--- config.mk ---
export PLATFORM = sky130hd
export DESIGN_NAME = grayscale_region_convert_core
export DESIGN_NICKNAME = d
export VERILOG_FILES = /design/src/hdl/grc_pkg.sv /design/src/hdl/grayscale_region_convert_core.sv /design/src/hdl/grc_cfg_regs.sv /design/src/hdl/grc_gray_calc.sv
export VERILOG_INCLUDE_DIRS = /design/src /design/src/hdl
export SDC_FILE = /design/constraint.sdc
export NUM_CORES = 1
export LEC_CHECK = 0
export BUFFER_PORTS_ARGS = -buffer_cell sky130_fd_sc_hd__buf_2
export CAP_MARGIN = 20
export CORE_ASPECT_RATIO = 1.2
export CORE_MARGIN = 1
export CORE_UTILIZATION = 40
export CTS_BUF_LIST = sky130_fd_sc_hd__clkbuf_2
export DETAILED_ROUTE_END_ITERATION = 8
export GPL_TIMING_DRIVEN = 0
export PLACE_DENSITY_LB_ADDON = 0.12
export SYNTH_ARGS = -nofsm -noshare
export SYNTH_HDL_FRONTEND = slang
export SYNTH_SLANG_ARGS = --single-unit
--- constraint.sdc ---
create_clock -name i_clk -period 12.5 [get_ports i_clk]
set_clock_uncertainty 0.05 [all_clocks]
set_input_delay 0.625 -clock i_clk [delete_from_list [all_inputs] [get_ports i_clk]]
set_output_delay 0.625 -clock i_clk [all_outputs]
set_load 0.1 [all_outputs]
--- src/hdl/grayscale_region_convert_core_assert.svh ---
// Assertion macros for the grayscale region converter.
// Both macros expect a clock named i_clk; GRC_ASSERT also expects an active-low reset named i_rst_n.
`ifndef GRAYSCALE_REGION_CONVERT_CORE_ASSERT_SVH
`define GRAYSCALE_REGION_CONVERT_CORE_ASSERT_SVH
`ifndef SYNTHESIS
`define GRC_ASSERT(lbl, prop, msg) \
    lbl: assert property (@(posedge i_clk) disable iff (!i_rst_n) (prop)) else $error(msg);
`define GRC_ASSERT_ALWAYS(lbl, prop, msg) \
    lbl: assert property (@(posedge i_clk) (prop)) else $error(msg);
`else
`define GRC_ASSERT(lbl, prop, msg)
`define GRC_ASSERT_ALWAYS(lbl, prop, msg)
`endif
`endif

--- src/hdl/grc_pkg.sv ---
package grc_pkg;

    localparam int COORD_BITS     = 12;
    localparam int CHAN_BITS      = 8;
    localparam int COLOR_BITS     = 32;
    localparam int MODE_BITS      = 4;
    localparam int CFG_INDEX_BITS = 3;

    // Fixed-point reciprocals: floor(v * n / d) == (v * K) >> RECIP_SHIFT for
    // K = ceil(n * 2^RECIP_SHIFT / d), exact as long as 2^RECIP_SHIFT exceeds
    // the largest operand times d.
    localparam int          RECIP_SHIFT = 24;
    localparam logic [63:0] RECIP_ONE   = 64'd1 << RECIP_SHIFT;

    localparam logic [RECIP_SHIFT-1:0] K_MEAN  = RECIP_SHIFT'((RECIP_ONE + 64'd2) / 64'd3);
    localparam logic [RECIP_SHIFT-1:0] K_PER_R =
        RECIP_SHIFT'((64'd30 * RECIP_ONE + 64'd99) / 64'd100);
    localparam logic [RECIP_SHIFT-1:0] K_PER_G =
        RECIP_SHIFT'((64'd59 * RECIP_ONE + 64'd99) / 64'd100);
    localparam logic [RECIP_SHIFT-1:0] K_PER_B =
        RECIP_SHIFT'((64'd11 * RECIP_ONE + 64'd99) / 64'd100);
    localparam logic [RECIP_SHIFT-1:0] K_601_R =
        RECIP_SHIFT'((64'd299 * RECIP_ONE + 64'd999) / 64'd1000);
    localparam logic [RECIP_SHIFT-1:0] K_601_G =
        RECIP_SHIFT'((64'd587 * RECIP_ONE + 64'd999) / 64'd1000);
    localparam logic [RECIP_SHIFT-1:0] K_601_B =
        RECIP_SHIFT'((64'd114 * RECIP_ONE + 64'd999) / 64'd1000);
    localparam logic [RECIP_SHIFT-1:0] K_709_R =
        RECIP_SHIFT'((64'd2126 * RECIP_ONE + 64'd9999) / 64'd10000);
    localparam logic [RECIP_SHIFT-1:0] K_709_G =
        RECIP_SHIFT'((64'd7152 * RECIP_ONE + 64'd9999) / 64'd10000);
    localparam logic [RECIP_SHIFT-1:0] K_709_B =
        RECIP_SHIFT'((64'd722 * RECIP_ONE + 64'd9999) / 64'd10000);

    typedef enum logic [MODE_BITS-1:0] {
        MODE_MEAN       = 4'd0,
        MODE_BRIGHTNESS = 4'd1,
        MODE_PERCEPTUAL = 4'd2,
        MODE_RED        = 4'd3,
        MODE_GREEN      = 4'd4,
        MODE_BLUE       = 4'd5,
        MODE_CYAN       = 4'd6,
        MODE_MAGENTA    = 4'd7,
        MODE_YELLOW     = 4'd8,
        MODE_ALPHA      = 4'd9,
        MODE_BT601      = 4'd10,
        MODE_BT709      = 4'd11,
        MODE_DESAT      = 4'd12,
        MODE_MAX        = 4'd13,
        MODE_MIN        = 4'd14,
        MODE_RESERVED   = 4'd15
    } t_gray_mode;

    typedef enum logic [CFG_INDEX_BITS-1:0] {
        REG_GRAY_MODE     = 3'd0,
        REG_COPY_OUTSIDE  = 3'd1,
        REG_REGION_LEFT   = 3'd2,
        REG_REGION_TOP    = 3'd3,
        REG_REGION_RIGHT  = 3'd4,
        REG_REGION_BOTTOM = 3'd5,
        REG_FILL_COLOR    = 3'd6
    } t_cfg_index;

    typedef struct packed {
        t_gray_mode              gray_mode;
        logic                    copy_outside;
        logic [COORD_BITS-1:0]   region_left;
        logic [COORD_BITS-1:0]   region_top;
        logic [COORD_BITS-1:0]   region_right;
        logic [COORD_BITS-1:0]   region_bottom;
        logic [COLOR_BITS-1:0]   fill_color;
    } t_cfg;

    // Scales an 8-bit value by a reciprocal constant and keeps the integer part.
    function automatic logic [CHAN_BITS-1:0] scale8(input logic [CHAN_BITS-1:0] v,
                                                    input logic [RECIP_SHIFT-1:0] k);
        logic [RECIP_SHIFT+CHAN_BITS-1:0] p;
        begin
            p = {{RECIP_SHIFT{1'b0}}, v} * {{CHAN_BITS{1'b0}}, k};
            return p[RECIP_SHIFT+CHAN_BITS-1:RECIP_SHIFT];
        end
    endfunction

    // Same for a 10-bit sum; the caller guarantees the quotient fits 8 bits.
    function automatic logic [CHAN_BITS-1:0] scale10(input logic [CHAN_BITS+1:0] v,
                                                     input logic [RECIP_SHIFT-1:0] k);
        logic [RECIP_SHIFT+CHAN_BITS+1:0] p;
        begin
            p = {{RECIP_SHIFT{1'b0}}, v} * {{(CHAN_BITS+2){1'b0}}, k};
            return p[RECIP_SHIFT+CHAN_BITS-1:RECIP_SHIFT];
        end
    endfunction

endpackage

--- src/hdl/grayscale_region_convert_core.sv ---
// Grayscale region converter: one ARGB pixel beat with its column and row goes in
// on the input channel (i_in_valid / o_in_stall), one result beat comes out on the
// output channel (o_out_valid / i_out_stall). A beat moves on a rising edge where
// valid is high and stall is low.
// Pixels inside the configured rectangle become gray with alpha kept; pixels
// outside pass unchanged or are replaced by the fill color. An unsupported gray
// mode zeroes the pixel and raises o_mode_error.
// Configuration is a separate write channel (i_cfg_valid / o_cfg_ready, index
// and data); o_cfg_ready is always high and writes belong in idle periods only.
// An accepted input beat waits in the input register and moves into the result
// register once that register is empty or being drained. Throughput is one
// pixel per clock while the receiver does not stall, set by the single
// conversion stage between the input register and the result register.
// When the receiver stalls, the result register holds its beat and the input
// register fills; o_in_stall rises only when both are full and the receiver
// still stalls, so no cycle is lost once the stall drops.
// Synchronous active-low reset empties both registers and restores the
// configuration defaults (mean mode, copy outside, full-frame rectangle).
`include "grayscale_region_convert_core_assert.svh"

module grayscale_region_convert_core
    import grc_pkg::*;
(
    input  logic                      i_clk,
    input  logic                      i_rst_n,
    // configuration write channel
    input  logic                      i_cfg_valid,
    output logic                      o_cfg_ready,
    input  logic [CFG_INDEX_BITS-1:0] i_cfg_index,
    input  logic [COLOR_BITS-1:0]     i_cfg_data,
    // pixel input channel
    input  logic                      i_in_valid,
    output logic                      o_in_stall,
    input  logic [COORD_BITS-1:0]     i_column,
    input  logic [COORD_BITS-1:0]     i_row,
    input  logic [CHAN_BITS-1:0]      i_in_alpha,
    input  logic [CHAN_BITS-1:0]      i_in_red,
    input  logic [CHAN_BITS-1:0]      i_in_green,
    input  logic [CHAN_BITS-1:0]      i_in_blue,
    // result channel
    output logic                      o_out_valid,
    input  logic                      i_out_stall,
    output logic [CHAN_BITS-1:0]      o_out_alpha,
    output logic [CHAN_BITS-1:0]      o_out_red,
    output logic [CHAN_BITS-1:0]      o_out_green,
    output logic [CHAN_BITS-1:0]      o_out_blue,
    output logic                      o_mode_error
);

    t_cfg cfg;

    grc_cfg_regs u_cfg_regs (
        .i_clk       (i_clk),
        .i_rst_n     (i_rst_n),
        .i_cfg_valid (i_cfg_valid),
        .i_cfg_index (i_cfg_index),
        .i_cfg_data  (i_cfg_data),
        .o_cfg       (cfg)
    );

    assign o_cfg_ready = 1'b1;

    // Input register.
    logic                  r_s1_valid;
    logic                  n_s1_valid;
    logic [COORD_BITS-1:0] r_column;
    logic [COORD_BITS-1:0] r_row;
    logic [CHAN_BITS-1:0]  r_alpha;
    logic [CHAN_BITS-1:0]  r_red;
    logic [CHAN_BITS-1:0]  r_green;
    logic [CHAN_BITS-1:0]  r_blue;

    // Result register.
    logic                  r_out_valid;
    logic                  n_out_valid;
    logic [CHAN_BITS-1:0]  r_out_alpha;
    logic [CHAN_BITS-1:0]  r_out_red;
    logic [CHAN_BITS-1:0]  r_out_green;
    logic [CHAN_BITS-1:0]  r_out_blue;
    logic                  r_mode_error;
    logic [CHAN_BITS-1:0]  n_out_alpha;
    logic [CHAN_BITS-1:0]  n_out_red;
    logic [CHAN_BITS-1:0]  n_out_green;
    logic [CHAN_BITS-1:0]  n_out_blue;

    logic                  s1_load;
    logic                  s2_load;
    logic                  in_region;
    logic [CHAN_BITS-1:0]  gray;
    logic                  gray_error;

    // The result register takes a new beat whenever it is empty or being drained;
    // the input register is blocked only when its beat cannot move forward.
    assign s2_load    = r_s1_valid && (!r_out_valid || !i_out_stall);
    assign o_in_stall = r_s1_valid && !s2_load;
    assign s1_load    = i_in_valid && !o_in_stall;

    always_comb begin
        n_s1_valid = r_s1_valid;
        if (s1_load) begin
            n_s1_valid = 1'b1;
        end else if (s2_load) begin
            n_s1_valid = 1'b0;
        end
        n_out_valid = r_out_valid;
        if (s2_load) begin
            n_out_valid = 1'b1;
        end else if (!i_out_stall) begin
            n_out_valid = 1'b0;
        end
    end

    grc_gray_calc u_gray_calc (
        .i_mode       (cfg.gray_mode),
        .i_alpha      (r_alpha),
        .i_red        (r_red),
        .i_green      (r_green),
        .i_blue       (r_blue),
        .o_gray       (gray),
        .o_mode_error (gray_error)
    );

    // An empty rectangle (left past right or top past bottom) simply never matches.
    assign in_region = (r_column >= cfg.region_left) && (r_column <= cfg.region_right) &&
                       (r_row >= cfg.region_top) && (r_row <= cfg.region_bottom);

    always_comb begin
        if (gray_error) begin
            n_out_alpha = '0;
            n_out_red   = '0;
            n_out_green = '0;
            n_out_blue  = '0;
        end else if (in_region) begin
            n_out_alpha = r_alpha;
            n_out_red   = gray;
            n_out_green = gray;
            n_out_blue  = gray;
        end else if (cfg.copy_outside) begin
            n_out_alpha = r_alpha;
            n_out_red   = r_red;
            n_out_green = r_green;
            n_out_blue  = r_blue;
        end else begin
            n_out_alpha = cfg.fill_color[4*CHAN_BITS-1:3*CHAN_BITS];
            n_out_red   = cfg.fill_color[3*CHAN_BITS-1:2*CHAN_BITS];
            n_out_green = cfg.fill_color[2*CHAN_BITS-1:CHAN_BITS];
            n_out_blue  = cfg.fill_color[CHAN_BITS-1:0];
        end
    end

    always_ff @(posedge i_clk) begin
        if (!i_rst_n) begin
            r_s1_valid  <= 1'b0;
            r_out_valid <= 1'b0;
        end else begin
            r_s1_valid  <= n_s1_valid;
            r_out_valid <= n_out_valid;
        end
    end

    always_ff @(posedge i_clk) begin
        if (s1_load) begin
            r_column <= i_column;
            r_row    <= i_row;
            r_alpha  <= i_in_alpha;
            r_red    <= i_in_red;
            r_green  <= i_in_green;
            r_blue   <= i_in_blue;
        end
        if (s2_load) begin
            r_out_alpha  <= n_out_alpha;
            r_out_red    <= n_out_red;
            r_out_green  <= n_out_green;
            r_out_blue   <= n_out_blue;
            r_mode_error <= gray_error;
        end
    end

    assign o_out_valid  = r_out_valid;
    assign o_out_alpha  = r_out_alpha;
    assign o_out_red    = r_out_red;
    assign o_out_green  = r_out_green;
    assign o_out_blue   = r_out_blue;
    assign o_mode_error = r_mode_error;

    `GRC_ASSERT(a_stall_only_when_full,
        o_in_stall |-> (r_s1_valid && r_out_valid && i_out_stall),
        "input stalled while the pipeline could advance")
    `GRC_ASSERT(a_error_pixel_zero,
        (o_out_valid && o_mode_error) |->
            (o_out_alpha == '0 && o_out_red == '0 && o_out_green == '0 && o_out_blue == '0),
        "mode error beat carries a nonzero pixel")
    `GRC_ASSERT(a_free_slot_advances,
        (r_s1_valid && !r_out_valid) |=> o_out_valid,
        "pending beat did not reach the empty result register")
    `GRC_ASSERT_ALWAYS(a_empty_after_reset,
        $rose(i_rst_n) |-> (!o_out_valid && !r_s1_valid),
        "pipeline not empty after reset")

endmodule

--- src/hdl/grc_cfg_regs.sv ---
module grc_cfg_regs
    import grc_pkg::*;
(
    input  logic                      i_clk,
    input  logic                      i_rst_n,
    input  logic                      i_cfg_valid,
    input  logic [CFG_INDEX_BITS-1:0] i_cfg_index,
    input  logic [COLOR_BITS-1:0]     i_cfg_data,
    output t_cfg                      o_cfg
);

    t_cfg r_cfg;
    t_cfg n_cfg;

    always_comb begin
        n_cfg = r_cfg;
        if (i_cfg_valid) begin
            case (t_cfg_index'(i_cfg_index))
                REG_GRAY_MODE:     n_cfg.gray_mode     = t_gray_mode'(i_cfg_data[MODE_BITS-1:0]);
                REG_COPY_OUTSIDE:  n_cfg.copy_outside  = i_cfg_data[0];
                REG_REGION_LEFT:   n_cfg.region_left   = i_cfg_data[COORD_BITS-1:0];
                REG_REGION_TOP:    n_cfg.region_top    = i_cfg_data[COORD_BITS-1:0];
                REG_REGION_RIGHT:  n_cfg.region_right  = i_cfg_data[COORD_BITS-1:0];
                REG_REGION_BOTTOM: n_cfg.region_bottom = i_cfg_data[COORD_BITS-1:0];
                REG_FILL_COLOR:    n_cfg.fill_color    = i_cfg_data;
                default:           n_cfg = r_cfg;
            endcase
        end
    end

    always_ff @(posedge i_clk) begin
        if (!i_rst_n) begin
            r_cfg.gray_mode     <= MODE_MEAN;
            r_cfg.copy_outside  <= 1'b1;
            r_cfg.region_left   <= '0;
            r_cfg.region_top    <= '0;
            r_cfg.region_right  <= '1;
            r_cfg.region_bottom <= '1;
            r_cfg.fill_color    <= '0;
        end else begin
            r_cfg <= n_cfg;
        end
    end

    assign o_cfg = r_cfg;

endmodule

--- src/hdl/grc_gray_calc.sv ---
module grc_gray_calc
    import grc_pkg::*;
(
    input  t_gray_mode           i_mode,
    input  logic [CHAN_BITS-1:0] i_alpha,
    input  logic [CHAN_BITS-1:0] i_red,
    input  logic [CHAN_BITS-1:0] i_green,
    input  logic [CHAN_BITS-1:0] i_blue,
    output logic [CHAN_BITS-1:0] o_gray,
    output logic                 o_mode_error
);

    logic [CHAN_BITS-1:0] max_rg;
    logic [CHAN_BITS-1:0] min_rg;
    logic [CHAN_BITS-1:0] max_rgb;
    logic [CHAN_BITS-1:0] min_rgb;
    logic [CHAN_BITS+1:0] sum_rgb;
    logic [CHAN_BITS:0]   sum_gb;
    logic [CHAN_BITS:0]   sum_rb;
    logic [CHAN_BITS:0]   sum_rg;
    logic [CHAN_BITS:0]   sum_mm;
    logic [CHAN_BITS+1:0] per_sum;
    logic [CHAN_BITS+1:0] bt601_sum;
    logic [CHAN_BITS+1:0] bt709_sum;

    assign max_rg  = (i_red > i_green) ? i_red : i_green;
    assign min_rg  = (i_red < i_green) ? i_red : i_green;
    assign max_rgb = (max_rg > i_blue) ? max_rg : i_blue;
    assign min_rgb = (min_rg < i_blue) ? min_rg : i_blue;

    assign sum_rgb = {2'b00, i_red} + {2'b00, i_green} + {2'b00, i_blue};
    assign sum_gb  = {1'b0, i_green} + {1'b0, i_blue};
    assign sum_rb  = {1'b0, i_red} + {1'b0, i_blue};
    assign sum_rg  = {1'b0, i_red} + {1'b0, i_green};
    assign sum_mm  = {1'b0, max_rgb} + {1'b0, min_rgb};

    // Each weighted term is truncated on its own before the terms are added.
    assign per_sum   = {2'b00, scale8(i_red, K_PER_R)} + {2'b00, scale8(i_green, K_PER_G)}
                     + {2'b00, scale8(i_blue, K_PER_B)};
    assign bt601_sum = {2'b00, scale8(i_red, K_601_R)} + {2'b00, scale8(i_green, K_601_G)}
                     + {2'b00, scale8(i_blue, K_601_B)};
    assign bt709_sum = {2'b00, scale8(i_red, K_709_R)} + {2'b00, scale8(i_green, K_709_G)}
                     + {2'b00, scale8(i_blue, K_709_B)};

    always_comb begin
        o_mode_error = 1'b0;
        case (i_mode)
            MODE_MEAN:       o_gray = scale10(sum_rgb, K_MEAN);
            MODE_PERCEPTUAL: o_gray = per_sum[CHAN_BITS-1:0];
            MODE_RED:        o_gray = i_red;
            MODE_GREEN:      o_gray = i_green;
            MODE_BLUE:       o_gray = i_blue;
            MODE_CYAN:       o_gray = sum_gb[CHAN_BITS:1];
            MODE_MAGENTA:    o_gray = sum_rb[CHAN_BITS:1];
            MODE_YELLOW:     o_gray = sum_rg[CHAN_BITS:1];
            MODE_ALPHA:      o_gray = i_alpha;
            MODE_BT601:      o_gray = bt601_sum[CHAN_BITS-1:0];
            MODE_BT709:      o_gray = bt709_sum[CHAN_BITS-1:0];
            MODE_DESAT:      o_gray = sum_mm[CHAN_BITS:1];
            MODE_MAX:        o_gray = max_rgb;
            MODE_MIN:        o_gray = min_rgb;
            default: begin
                o_gray       = '0;
                o_mode_error = 1'b1;
            end
        endcase
    end

endmodule
==> flow_summary.json <==
{
  "r2r_end": "o_out_red[5]",
  "synth-edff-count": 89,
  "cts_tree": "done",
  "routed_wl_um": 90500,
  "whs_path_depth": 3,
  "die_width_um": 253,
  "crit_buf_inv": 7,
  "synth-seq-cells": 176,
  "r2r_slack_ns": 1.70,
  "whs_endpoint": "u_cfg_regs.o_cfg[76]",
  "synth_warnings": 0,
  "dieArea_mm2": 0.0766,
  "finalSetupViolations": 0,
  "cts_resized": 0,
  "root_buffer": "clkbuf_2",
  "design.core.area_mm2": 0.0749,
  "pre_cts_ws_ns": 1.68,
  "grt.total_usage": 0.242,
  "synth_top_area_frac": 0.283,
  "syn2layout_area_growth_pct": 11.4,
  "first_iter_violations": 988,
  "drt_pass1_iterations": 5,
  "insertion_delay_ns": 0.82,
  "worst_slew_pin_slew_ns": 1.19,
  "start_util": 0.403,
  "grt_overflow": 0,
  "crit_path_end_kind": "flop",
  "htree_levels": 4,
  "cp-start-kind": "flop",
  "period_share": 0.864,
  "yosys-top-cells-area": "ha_1 (28%), fa_1 (22%), edfxtp_1 (8.8%)",
  "cpMaxStageDelayCell": "a211oi_1",
  "first_global_vias": 25100,
  "drc": 0,
  "fmax_mhz": 92.6,
  "power.leakage_nw": 16.9,
  "clockBufferDepth": 2,
  "synth_area_per_cell_um2": 9.58,
  "synth_cells": 3152,
  "drive_gt1_frac": 0.0653,
  "path_clk_slew_ns": 0.30,
  "clock_sinks": 176,
  "setup.worst_path.class": "flop to flop",
  "syn_area_mm2": 0.0302,
  "portBuffers": 129,
  "path_max_fanout": 13,
  "hp-class": "input port to flop",
  "crit_required_ns": 13.02,
  "drtAntennaViolNets": 0,
  "via_per_inst": 5.29,
  "final.min_clock_period_ns": 10.80,
  "slew_viol_final": 0,
  "fill_cells": 7372,
  "yosys.area.top_type": "ha_1",
  "synthesis.nets": 4264,
  "layoutNonFillerInstCount": 4422,
  "nNetsFinal": 4512,
  "dpl.cell_count": 4306,
  "grt_pass1_wl_um": 142000,
  "hp-start": "i_cfg_data[8]",
  "pin_count": 132,
  "cts-buffers-inserted": 17,
  "postCtsSetupBuffers": 0,
  "grt_max_degree": 35,
  "timing.critical_path.max_delay_family": "adder cells",
  "place.gp.congestion": 0.966,
  "final.setup.tns_ns": 0,
  "worst-r2r-cell-count": 35,
  "worst_slack_ns": 1.70,
  "async_flop_share": 0,
  "ir_drop_uv": 644,
  "r2r_start": "r_green[1]",
  "cp_common_cell": "inv_1",
  "dp_hpwl_um": 76700,
  "synth_cell_type_count": 87,
  "powerDensity_mw_per_mm2": 277,
  "yosysSeqAreaShare": 0.146,
  "wire_per_inst_um": 20.5,
  "antenna_found_initial": 1,
  "rows": 110,
  "rsz0062_at_grt": "false",
  "max-slew-margin-rel": 0.206,
  "crit_arrival_ns": 11.32,
  "synth_ff_type": "edfxtp_1",
  "critPathMaxStageDelay_ns": 0.81,
  "maxCapViolCount": 0,
  "status": "finished clean",
  "vias": 23400,
  "hold_viol": 0,
  "die_y_um": 303
}
==> per-stage QoR <==
step	hold slack [ns]	total power, mW	area [um2]	utilization
6_report	0.0863	9.34	33700	0.449
5_1_grt	0.0271	10.6	33700	0.449
4_1_cts	0.0000621	9.38	33700	0.449
3_5_place_dp	0.406	8.95	32600	0.435
3_3_place_gp	0.403	8.80	32100	0.429
2_1_floorplan	0.393	6.78	30200	-
==> repair_timing <==
action	4_1_cts	5_1_grt
hold buffers	83	0
hold endpoints to repair	90	0
endpoints found under the setup margin	0	0
==> cells in the mapped netlist, types with 8 or more instances <==
library cell and n:
ha_1 683, inv_1 585, fa_1 333, nand2_1 239
a21oi_1 121, nor2_1 114, o21ai_0 90, edfxtp_1 89
dfxtp_1 87, xnor2_1 63, a21boi_0 60, mux2i_1 56
a21o_1 53, clkbuf_1 42, o211ai_1 42, nand3_1 39
a211oi_1 34, nor2b_1 34, nand4_1 29, nor3_1 29
nand2b_1 28, xor2_1 25, o21bai_1 24, o21a_1 20
a31oi_1 18, and3_1 13, o21ai_1 12, or2_2 9
o31ai_1 8
==> worst max path at each step <==
stage | slack [ns] | endpoint | start | cells past startpoint
2_1_floorplan | 3.86 | o_out_blue[6] | r_green[1] | 35
3_3_place_gp | 0.96 | o_out_red[5] | r_green[1] | 34
3_5_place_dp | 1.68 | o_out_red[5] | r_green[1] | 35
4_1_cts | 1.62 | o_out_red[5] | r_green[1] | 35
5_1_grt | 1.04 | o_out_red[5] | r_green[1] | 35
6_report | 1.70 | o_out_red[5] | r_green[1] | 35
==> metal layers <==
metal / GRT usage / wire length (um)
met2: 0.440 / 45900
met3: 0.0163 / 2410
met1: 0.308 / 39500
met4: 0.0664 / 2620
met5: 0 / 0
==> cells in the final DEF (no fill, tap or decap), drive strengths merged, types with 87 or more instances in the layout <==
master    n
a21oi   122
buf     158
dfxtp    87
nand2   239
nor2    114
edfxtp   89
ha      683
inv     591
fa      333
o21ai   103
==> tightest hold or removal path, delay by kind of cell <==
kind	cells	cell delay, ns
AND/OR/NAND/NOR	1	0.08
buffers and inverters	1	0.16
AO/OA/AOI/OAI	1	0.06
==> report_power, final <==
group / total, mW / internal (mW) / switching [mW]
Clock: 0.301 / 0.0668 / 0.235
Combinational: 8.23 / 3.36 / 4.87
Sequential: 0.803 / 0.743 / 0.0600
Total: 9.34 / 4.17 / 5.17
==> cell type report <==
cell class              instances  area (um2)  share of cell area
diodes                          1        2.50           0.0000744
plain buffers                  54         214             0.00636
clock buffers                  17        85.1             0.00253
clock inverters                15         174             0.00517
inverters                     588        2210              0.0656
multi-input cells            2334       23400               0.695
flip-flops and latches        176        4410               0.131
well taps                    1008        1260              0.0375
repair buffers                229        1900              0.0566
==> logic make-up after synthesis <==
family	synth area share
multiplexers	0.0235
flip-flops	0.146
AND/OR/NAND/NOR	0.0898
buffers and inverters	0.0801
XOR/XNOR	0.0255
AO/OA/AOI/OAI	0.131
adder cells (fa/ha/maj)	0.504
other	0.000124
==> state kept, by name (all words and copies together) (netlist names), 8 cells and up <==
register	cells
r_column	12
o_out_red	8
r_red	8
u_cfg_regs.o_cfg	85
r_green	8
r_alpha	8
o_out_alpha	8
r_blue	8
r_row	12
o_out_green	8
o_out_blue	8
(Power assumes the default switching activity.)
